File: src/rtl/core/tbs_pkg.sv
// ----------------------------------------------------------------------------
// tbs_pkg
// types, widths and reset values shared by the token bucket shaper
// ----------------------------------------------------------------------------
`default_nettype none

package tbs_pkg;

    localparam int LEN_W    = 17;
    localparam int TIME_W   = 48;
    localparam int BYTES_W  = 24;
    localparam int CREDIT_W = 32;
    localparam int MULT_W   = 32;
    localparam int COST_W   = LEN_W + MULT_W;
    localparam int TOKEN_W  = TIME_W + 5;
    localparam int CFG_W    = 32;
    localparam int CFG_IDX_W = 2;

    localparam int RATE_SHIFT_DEF       = 15;
    localparam int MIN_PACKET_BYTES_DEF = 64;
    localparam int FIFO_DEPTH           = 4;

    localparam logic [BYTES_W-1:0]  MAX_QUEUE_RST = 24'd1048576;
    localparam logic [BYTES_W-1:0]  ECN_THR_RST   = 24'd30720;
    localparam logic [CREDIT_W-1:0] DEPTH_RST     = 32'd4000000;
    localparam logic [MULT_W-1:0]   MULT_RST      = 32'd278876;

    typedef enum logic [0:0] {
        CMD_ENQUEUE = 1'b0,
        CMD_DEQUEUE = 1'b1
    } t_cmd;

    typedef enum logic [CFG_IDX_W-1:0] {
        CFG_MAX_QUEUE = 2'd0,
        CFG_ECN_THR   = 2'd1,
        CFG_DEPTH     = 2'd2,
        CFG_MULT      = 2'd3
    } t_cfg_reg;

    typedef struct packed {
        logic [BYTES_W-1:0]  max_queue;
        logic [BYTES_W-1:0]  ecn_thr;
        logic [CREDIT_W-1:0] depth;
    } t_back_cfg;

    typedef struct packed {
        t_cmd              cmd;
        logic [LEN_W-1:0]  len;
        logic [TIME_W-1:0] now;
        logic [COST_W-1:0] cost;
    } t_work;

    typedef struct packed {
        logic               accepted;
        logic               ecn_mark;
        logic               released;
        logic               throttled;
        logic [TIME_W-1:0]  wake_time;
        logic [BYTES_W-1:0] queued_bytes;
    } t_result;

    typedef struct packed {
        logic push;
        logic pop;
        logic full;
        logic empty;
    } t_fifo_ctl;

endpackage

`default_nettype wire

File: src/rtl/core/token_bucket_shaper_ecn_admission.sv
// ----------------------------------------------------------------------------
// token_bucket_shaper_ecn_admission
// byte admission with ecn marking and a token bucket shaper for dequeues
// ----------------------------------------------------------------------------
// Each accepted item gives exactly one result, in order. The block takes one
// item per clock and returns one result per clock when the result side pops
// every cycle. An accepted item is first held in the front stage, where the
// 17 x 32 bit transmission-cost multiply is registered, then moves to the
// four-entry work queue, whose head passes through the combinational admission
// and bucket update into the four-entry result queue. Either side may stall
// on its own; the queues absorb the difference until they fill, at which
// point full rises. The user must write configuration registers through the
// plain write port only while no item is in flight; the block itself does
// not enforce this.
// ----------------------------------------------------------------------------
`default_nettype none

module token_bucket_shaper_ecn_admission
    import tbs_pkg::*;
#(
    parameter int RATE_SHIFT       = RATE_SHIFT_DEF,
    parameter int MIN_PACKET_BYTES = MIN_PACKET_BYTES_DEF
) (
    input  wire logic                 i_clk,
    input  wire logic                 i_rst_n,
    input  wire logic                 i_cfg_we,
    input  wire logic [CFG_IDX_W-1:0] i_cfg_index,
    input  wire logic [CFG_W-1:0]     i_cfg_wdata,
    input  wire logic                 push,
    output logic                      full,
    input  wire logic                 i_command,
    input  wire logic [LEN_W-1:0]     i_packet_length,
    input  wire logic [TIME_W-1:0]    i_now_ns,
    output logic                      empty,
    input  wire logic                 pop,
    output logic                      o_accepted,
    output logic                      o_ecn_mark,
    output logic                      o_released,
    output logic                      o_throttled,
    output logic [TIME_W-1:0]         o_wake_time_ns,
    output logic [BYTES_W-1:0]        o_queued_bytes
);

    logic [BYTES_W-1:0]  r_max_queue;
    logic [BYTES_W-1:0]  r_ecn_thr;
    logic [CREDIT_W-1:0] r_depth;
    logic [MULT_W-1:0]   r_mult;

    t_back_cfg back_cfg;
    t_work     front_work;
    t_work     mid_work;
    t_result   back_result;
    t_result   out_result;
    logic      mid_push;
    logic      mid_full;
    logic      mid_empty;
    logic      back_fire;
    logic      out_full;
    logic      out_empty;

    always_ff @(posedge i_clk) begin
        if (!i_rst_n) begin
            r_max_queue <= MAX_QUEUE_RST;
            r_ecn_thr   <= ECN_THR_RST;
            r_depth     <= DEPTH_RST;
            r_mult      <= MULT_RST;
        end else if (i_cfg_we) begin
            case (t_cfg_reg'(i_cfg_index))
                CFG_MAX_QUEUE: r_max_queue <= i_cfg_wdata[BYTES_W-1:0];
                CFG_ECN_THR:   r_ecn_thr   <= i_cfg_wdata[BYTES_W-1:0];
                CFG_DEPTH:     r_depth     <= i_cfg_wdata[CREDIT_W-1:0];
                CFG_MULT:      r_mult      <= i_cfg_wdata[MULT_W-1:0];
                default: begin
                end
            endcase
        end
    end

    assign back_cfg.max_queue = r_max_queue;
    assign back_cfg.ecn_thr   = r_ecn_thr;
    assign back_cfg.depth     = r_depth;

    tbs_front #(
        .RATE_SHIFT       (RATE_SHIFT),
        .MIN_PACKET_BYTES (MIN_PACKET_BYTES)
    ) u_front (
        .i_clk             (i_clk),
        .i_rst_n           (i_rst_n),
        .i_push            (push),
        .i_command         (i_command),
        .i_packet_length   (i_packet_length),
        .i_now_ns          (i_now_ns),
        .i_rate_multiplier (r_mult),
        .i_queue_full      (mid_full),
        .o_full            (full),
        .o_queue_push      (mid_push),
        .o_work            (front_work)
    );

    tbs_fifo #(
        .WIDTH ($bits(t_work)),
        .DEPTH (FIFO_DEPTH)
    ) u_work_q (
        .i_clk   (i_clk),
        .i_rst_n (i_rst_n),
        .i_push  (mid_push),
        .i_data  (front_work),
        .i_pop   (back_fire),
        .o_data  (mid_work),
        .o_full  (mid_full),
        .o_empty (mid_empty)
    );

    tbs_back u_back (
        .i_clk         (i_clk),
        .i_rst_n       (i_rst_n),
        .i_cfg         (back_cfg),
        .i_work        (mid_work),
        .i_work_empty  (mid_empty),
        .i_result_full (out_full),
        .o_fire        (back_fire),
        .o_result      (back_result)
    );

    tbs_fifo #(
        .WIDTH ($bits(t_result)),
        .DEPTH (FIFO_DEPTH)
    ) u_result_q (
        .i_clk   (i_clk),
        .i_rst_n (i_rst_n),
        .i_push  (back_fire),
        .i_data  (back_result),
        .i_pop   (pop),
        .o_data  (out_result),
        .o_full  (out_full),
        .o_empty (out_empty)
    );

    assign empty          = out_empty;
    assign o_accepted     = out_result.accepted;
    assign o_ecn_mark     = out_result.ecn_mark;
    assign o_released     = out_result.released;
    assign o_throttled    = out_result.throttled;
    assign o_wake_time_ns = out_result.wake_time;
    assign o_queued_bytes = out_result.queued_bytes;

endmodule

`default_nettype wire

File: src/rtl/core/tbs_fifo.sv
// ----------------------------------------------------------------------------
// tbs_fifo
// small register queue with occupancy count, head shown combinationally
// ----------------------------------------------------------------------------
`default_nettype none

module tbs_fifo #(
    parameter int WIDTH = 8,
    parameter int DEPTH = 4
) (
    input  wire logic             i_clk,
    input  wire logic             i_rst_n,
    input  wire logic             i_push,
    input  wire logic [WIDTH-1:0] i_data,
    input  wire logic             i_pop,
    output logic      [WIDTH-1:0] o_data,
    output logic                  o_full,
    output logic                  o_empty
);

    localparam int PTR_W = (DEPTH > 1) ? $clog2(DEPTH) : 1;
    localparam int CNT_W = $clog2(DEPTH + 1);

    logic [WIDTH-1:0] r_mem [DEPTH];
    logic [PTR_W-1:0] r_wr_ptr, n_wr_ptr;
    logic [PTR_W-1:0] r_rd_ptr, n_rd_ptr;
    logic [CNT_W-1:0] r_count, n_count;
    logic             do_push;
    logic             do_pop;

    assign o_full  = (r_count == CNT_W'(DEPTH));
    assign o_empty = (r_count == '0);
    assign do_push = i_push && !o_full;
    assign do_pop  = i_pop && !o_empty;
    assign o_data  = r_mem[r_rd_ptr];

    always_comb begin
        n_wr_ptr = r_wr_ptr;
        n_rd_ptr = r_rd_ptr;
        n_count  = r_count;
        if (do_push) begin
            n_wr_ptr = (r_wr_ptr == PTR_W'(DEPTH - 1)) ? '0 : r_wr_ptr + 1'b1;
        end
        if (do_pop) begin
            n_rd_ptr = (r_rd_ptr == PTR_W'(DEPTH - 1)) ? '0 : r_rd_ptr + 1'b1;
        end
        if (do_push && !do_pop) begin
            n_count = r_count + 1'b1;
        end else if (do_pop && !do_push) begin
            n_count = r_count - 1'b1;
        end
    end

    always_ff @(posedge i_clk) begin
        if (!i_rst_n) begin
            r_wr_ptr <= '0;
            r_rd_ptr <= '0;
            r_count  <= '0;
        end else begin
            r_wr_ptr <= n_wr_ptr;
            r_rd_ptr <= n_rd_ptr;
            r_count  <= n_count;
        end
    end

    always_ff @(posedge i_clk) begin
        if (do_push) begin
            r_mem[r_wr_ptr] <= i_data;
        end
    end

endmodule

`default_nettype wire

File: src/rtl/core/tbs_front.sv
// ----------------------------------------------------------------------------
// tbs_front
// accepts items, raises short lengths and registers the transmission cost
// ----------------------------------------------------------------------------
`default_nettype none

module tbs_front
    import tbs_pkg::*;
#(
    parameter int RATE_SHIFT       = RATE_SHIFT_DEF,
    parameter int MIN_PACKET_BYTES = MIN_PACKET_BYTES_DEF
) (
    input  wire logic              i_clk,
    input  wire logic              i_rst_n,
    input  wire logic              i_push,
    input  wire logic              i_command,
    input  wire logic [LEN_W-1:0]  i_packet_length,
    input  wire logic [TIME_W-1:0] i_now_ns,
    input  wire logic [MULT_W-1:0] i_rate_multiplier,
    input  wire logic              i_queue_full,
    output logic                   o_full,
    output logic                   o_queue_push,
    output t_work                  o_work
);

    logic              r_valid;
    t_work             r_work;
    t_work             n_work;
    logic [LEN_W-1:0]  len_clamped;
    logic [COST_W-1:0] product;
    logic              advance;

    assign advance = !r_valid || !i_queue_full;
    assign o_full  = !advance;
    assign o_queue_push = r_valid && !i_queue_full;
    assign o_work  = r_work;

    always_comb begin
        len_clamped = (i_packet_length < LEN_W'(MIN_PACKET_BYTES))
                    ? LEN_W'(MIN_PACKET_BYTES) : i_packet_length;
        product = {{MULT_W{1'b0}}, len_clamped} * {{LEN_W{1'b0}}, i_rate_multiplier};
        n_work.cmd  = t_cmd'(i_command);
        n_work.len  = len_clamped;
        n_work.now  = i_now_ns;
        n_work.cost = product >> RATE_SHIFT;
    end

    always_ff @(posedge i_clk) begin
        if (!i_rst_n) begin
            r_valid <= 1'b0;
        end else if (advance) begin
            r_valid <= i_push;
        end
    end

    always_ff @(posedge i_clk) begin
        if (advance && i_push) begin
            r_work <= n_work;
        end
    end

endmodule

`default_nettype wire

File: src/rtl/core/tbs_back.sv
// ----------------------------------------------------------------------------
// tbs_back
// byte admission and token bucket update, one item per cycle unless stalled
// ----------------------------------------------------------------------------
`default_nettype none

module tbs_back
    import tbs_pkg::*;
(
    input  wire logic      i_clk,
    input  wire logic      i_rst_n,
    input  wire t_back_cfg i_cfg,
    input  wire t_work     i_work,
    input  wire logic      i_work_empty,
    input  wire logic      i_result_full,
    output logic           o_fire,
    output t_result        o_result
);

    logic [CREDIT_W-1:0] r_credit, n_credit;
    logic [TIME_W-1:0]   r_last, n_last;
    logic [BYTES_W-1:0]  r_bytes, n_bytes;

    logic [BYTES_W:0]         enq_sum;
    logic                     enq_fits;
    logic [BYTES_W-1:0]       len_ext;
    logic signed [TOKEN_W-1:0] depth_s;
    logic signed [TOKEN_W-1:0] elapsed;
    logic signed [TOKEN_W-1:0] clip1;
    logic signed [TOKEN_W-1:0] sum2;
    logic signed [TOKEN_W-1:0] clip2;
    logic signed [TOKEN_W-1:0] toks;
    logic [TOKEN_W-1:0]       wake_full;
    logic                     grant;

    // mid queue has an item and the result queue has room
    assign o_fire = !i_work_empty && !i_result_full;

    always_comb begin
        len_ext  = {{(BYTES_W - LEN_W){1'b0}}, i_work.len};
        enq_sum  = {1'b0, r_bytes} + {1'b0, len_ext};
        enq_fits = (enq_sum <= {1'b0, i_cfg.max_queue});

        depth_s = $signed({{(TOKEN_W - CREDIT_W){1'b0}}, i_cfg.depth});
        elapsed = $signed({{(TOKEN_W - TIME_W){1'b0}}, i_work.now})
                - $signed({{(TOKEN_W - TIME_W){1'b0}}, r_last});
        clip1 = (elapsed > depth_s) ? depth_s : elapsed;
        sum2  = clip1 + $signed({{(TOKEN_W - CREDIT_W){1'b0}}, r_credit});
        clip2 = (sum2 > depth_s) ? depth_s : sum2;
        toks  = clip2 - $signed({{(TOKEN_W - COST_W){1'b0}}, i_work.cost});
        grant = !toks[TOKEN_W-1];
        // now plus the deficit
        wake_full = {{(TOKEN_W - TIME_W){1'b0}}, i_work.now} - $unsigned(toks);
    end

    always_comb begin
        n_credit = r_credit;
        n_last   = r_last;
        n_bytes  = r_bytes;
        o_result = '0;
        case (i_work.cmd)
            CMD_ENQUEUE: begin
                if (enq_fits) begin
                    n_bytes           = enq_sum[BYTES_W-1:0];
                    o_result.accepted = 1'b1;
                    o_result.ecn_mark = (enq_sum > {1'b0, i_cfg.ecn_thr});
                end
            end
            CMD_DEQUEUE: begin
                if (grant) begin
                    n_credit          = toks[CREDIT_W-1:0];
                    n_last            = i_work.now;
                    n_bytes           = (len_ext > r_bytes) ? '0 : r_bytes - len_ext;
                    o_result.released = 1'b1;
                end else begin
                    o_result.throttled = 1'b1;
                    o_result.wake_time = (wake_full[TOKEN_W-1:TIME_W] != '0)
                                       ? '1 : wake_full[TIME_W-1:0];
                end
            end
            default: begin
            end
        endcase
        o_result.queued_bytes = n_bytes;
    end

    always_ff @(posedge i_clk) begin
        if (!i_rst_n) begin
            r_credit <= '0;
            r_last   <= '0;
            r_bytes  <= '0;
        end else if (o_fire) begin
            r_credit <= n_credit;
            r_last   <= n_last;
            r_bytes  <= n_bytes;
        end
    end

endmodule

`default_nettype wire

File: config.mk
export PLATFORM = sky130hd
export DESIGN_NAME = token_bucket_shaper_ecn_admission
export DESIGN_NICKNAME = d
export VERILOG_FILES = /design/src/rtl/core/tbs_pkg.sv /design/src/rtl/core/token_bucket_shaper_ecn_admission.sv /design/src/rtl/core/tbs_fifo.sv /design/src/rtl/core/tbs_front.sv /design/src/rtl/core/tbs_back.sv
export SDC_FILE = /design/constraint.sdc
export NUM_CORES = 2
export LEC_CHECK = 0
export BUFFER_PORTS_ARGS = -buffer_cell sky130_fd_sc_hd__buf_4
export CAP_MARGIN = 15
export CELL_PAD_IN_SITES_DETAIL_PLACEMENT = 0
export CELL_PAD_IN_SITES_GLOBAL_PLACEMENT = 1
export CORE_UTILIZATION = 34
export CTS_CLUSTER_DIAMETER = 80
export DETAILED_ROUTE_END_ITERATION = 7
export GPL_TIMING_DRIVEN = 0
export PLACE_DENSITY = 0.67
export SLEW_MARGIN = 40
export SYNTH_ARGS = -nofsm -noshare
export SYNTH_HDL_FRONTEND = slang
export SYNTH_HIERARCHICAL = 1
export SYNTH_SLANG_ARGS = --single-unit
File: constraint.sdc
create_clock -name i_clk -period 28.7 [get_ports i_clk]
set_input_delay 5.74 -clock i_clk [delete_from_list [all_inputs] [get_ports i_clk]]
set_output_delay 5.74 -clock i_clk [all_outputs]
set_load 0.02 [all_outputs]
==> flow_summary.ini <==
[run_status]
status = complete, no violations

[route]
routed_via_density = 5.17
met2_length_mm = 106
drcViolationCount = 0
met1_length_mm = 98.0
highest_layer = met5
dr.pass1.iters = 8
ant_nets = 0
routedWlPerCell_um = 22.9
dr_wl_met3_mm = 9.96
routed-via-count = 50163
drt_iter0_markers = 3525
wirelength_mm = 222

[sta]
setup_viol = 0
rsz0062_at_grt = false
fmax_mhz = 41.2
fin_worst_skew_ns = 0.0611
tns_ns = 0
worst_hold_slack_ns = 0.451
period_minus_slack_ns = 24.30
worstMarginPinSlew_ns = 0.960
max_slew_margin_pct = 35.3
hold_viol_final = 0
drv_slew = 0
post-route-period-util_pct = 84.7

[cts]
htree_levels = 3
post-cts-setup-buffers = 0
ctsResizeCount = 0
insertion_delay_ns = 0.77
clk_pin_slew_ns = 0.07
ctsRootBufferMaster = clkbuf_16
ctsHoldBuffers = 0
ctsLongestPathBuffers = 3
cts.sinks = 1099
cts_tree = yes
cts_buffers = 112

[worst_setup_path]
crit_slowest_cell = clkbuf_1
worst-setup-path-type = reg -> reg
critPathCaptureType = register
cp-start-kind = register
critPathMaxStageDelay_ns = 0.74
arrival_ns = 24.72
rrSetupSlack_ns = 4.40
reg2regPathDepth = 79
worstPathMaxFanout = 10
path_common_cell = a21oi_1
cp.required_ns = 29.12
crit_path_end = u_result_q/r_mem[2][45]
timing.rr.end = u_result_q/r_mem[2][45]

[yosys]
async_reset_ff_share_pct = 0
avgSynthCellArea_um2 = 11.4
synthTopCellsByArea = edfxtp_1, fa_1, ha_1, dfxtp_1, mux4_2
synth-xor-area-share_pct = 2.72
ys_top_cells_by_count = edfxtp_1, nand2_1, inv_1
synth_area_mm2 = 0.0731
yosysMostFrequentCell = edfxtp_1
synth_compound_area_share_pct = 9.97
synth-adder-area-share_pct = 20.3
yosys.area.top_type_share_pct = 35.5
synthCells = 6432
synthMuxAreaShare_pct = 8.00
yosysSeqAreaShare_pct = 42.0
yosys.area_share.simple_pct = 11.2
yosysWarningCount = 6
synth.largest_area_cell = edfxtp_1
synth-edff-count = 864
synth-seq-cells = 1099
synth_cell_type_count = 109
yosys_most_used_dff = edfxtp_1
synth_top_family_by_area = adder cells

[floorplan]
die_h_um = 466
die_area_mm2 = 0.217
top_level_ports = 183
initial_core_util_pct = 34.3
core_area_mm2 = 0.213
num_rows = 169
die_w_um = 466

[grt]
grt_max_degree = 35
antenna_found_initial = 6
grt_pass1_wl_mm = 330
grt_overflow = 0
grt_pass1_vias = 50772
grt_usage_pct = 20.3

[final_layout]
layout-drive-gt1-share_pct = 11.4
fin_util_pct = 38.8
layoutNonFillerInstCount = 9696
seqCellArea_mm2 = 0.0306
area.growth.synth_to_final_pct = 12.9
fill_cells = 20678
fin_nets = 7789
multiInputGateArea_mm2 = 0.0383

[hold_path]
whs_path_depth = 0
hold_class = reg -> reg

[job]
max_cap_viol_count = 0

[placement]
io_buffers = 179
gp_congestion = 0.958
placed_cells = 9478
dp_hpwl_mm = 178
[kinds of logic (layout without fill, tap and decap cells)]
logic type               count (synthesis)  in the layout
multiplexers                           341            341
AO/OA/AOI/OAI                         1093           1093
XOR/XNOR                               227            227
AND/OR/NAND/NOR                       1703           1703
flip-flops                            1099           1099
adder cells (fa/ha/maj)                914            914
buffers and inverters                 1054           1477
other                                    1             21
[through the flow]
| stage | area, µm² | worst slack [ns] |
|---|---|---|
| 6_report | 82500 | 4.40 |
| 5_1_grt | 82500 | 3.04 |
| 4_1_cts | 82500 | 4.65 |
| 3_5_place_dp | 78700 | 4.76 |
| 3_3_place_gp | 78000 | 4.41 |
| 2_1_floorplan | 73100 | 12.03 |
[cell usage in the layout (no fill, tap or decap), drive strengths merged, types with 98 or more instances in the layout]
master  Yosys  final
and2      228    228
mux4      191    191
edfxtp    864    864
a21o      141    141
nor2      181    181
fa        455    455
ha        457    457
xor2       98     98
inv       752    763
xnor2     129    129
a21oi     256    256
buf        91    303
mux2i     116    116
o21ai     261    261
dfxtp     235    235
clkbuf    210    348
nand2     806    806
[per-layer routing]
layer / vias to the layer above / GRT usage, %
met1: 25479 / 27.2
li1: 23216 / -
met4: 4 / 6.99
met2: 1208 / 33.9
met3: 256 / 2.75
met5: - / 0
[sequential cells by signal, indices dropped and copies added (netlist names), 24 cells and up, named ones only]
signal,cells
u_work_q/r_mem,460
u_back/r_last,48
r_ecn_thr,24
u_result_q/r_mem,304
r_max_queue,24
r_mult,32
u_back/r_credit,32
r_depth,32
u_front/o_work,100
u_back/r_bytes,24
[critical path: cells and delay by family, from the launching register on]
kind	cells	cell delay [ns]
AOI/OAI and AO/OA	42	12.65
buffers and inverters	9	3.62
adders and majority gates	8	2.64
xor gates and xnor gates	3	0.98
DFF	1	0.30
and+or+nand+nor	13	2.44
muxes	4	1.22
[cell type report]
type / count / share of cell area [%]
inverter: 753 / 3.43
multi-input combinational: 4293 / 46.4
clock buffer: 138 / 3.62
buffer: 301 / 1.79
antenna: 6 / 0.0182
tap: 2821 / 4.28
sequential: 1099 / 37.1
timing repair buffer: 212 / 2.37
clock inverter: 73 / 0.954
[how the worst min path moves through the flow]
stage	start	to	slack, ns
2_1_floorplan	r_ecn_thr[15]	r_ecn_thr[15]	0.43
3_3_place_gp	r_max_queue[12]	r_max_queue[12]	0.45
3_5_place_dp	r_max_queue[10]	r_max_queue[10]	0.45
4_1_cts	u_front/o_work[56]	u_work_q/r_mem[1][56]	0.46
5_1_grt	u_front/o_work[55]	u_work_q/r_mem[0][55]	0.46
6_report	u_front/o_work[56]	u_work_q/r_mem[1][56]	0.45
Power is not shown: default switching activity piles up to over one toggle a cycle in this logic, so the estimate is an artifact.
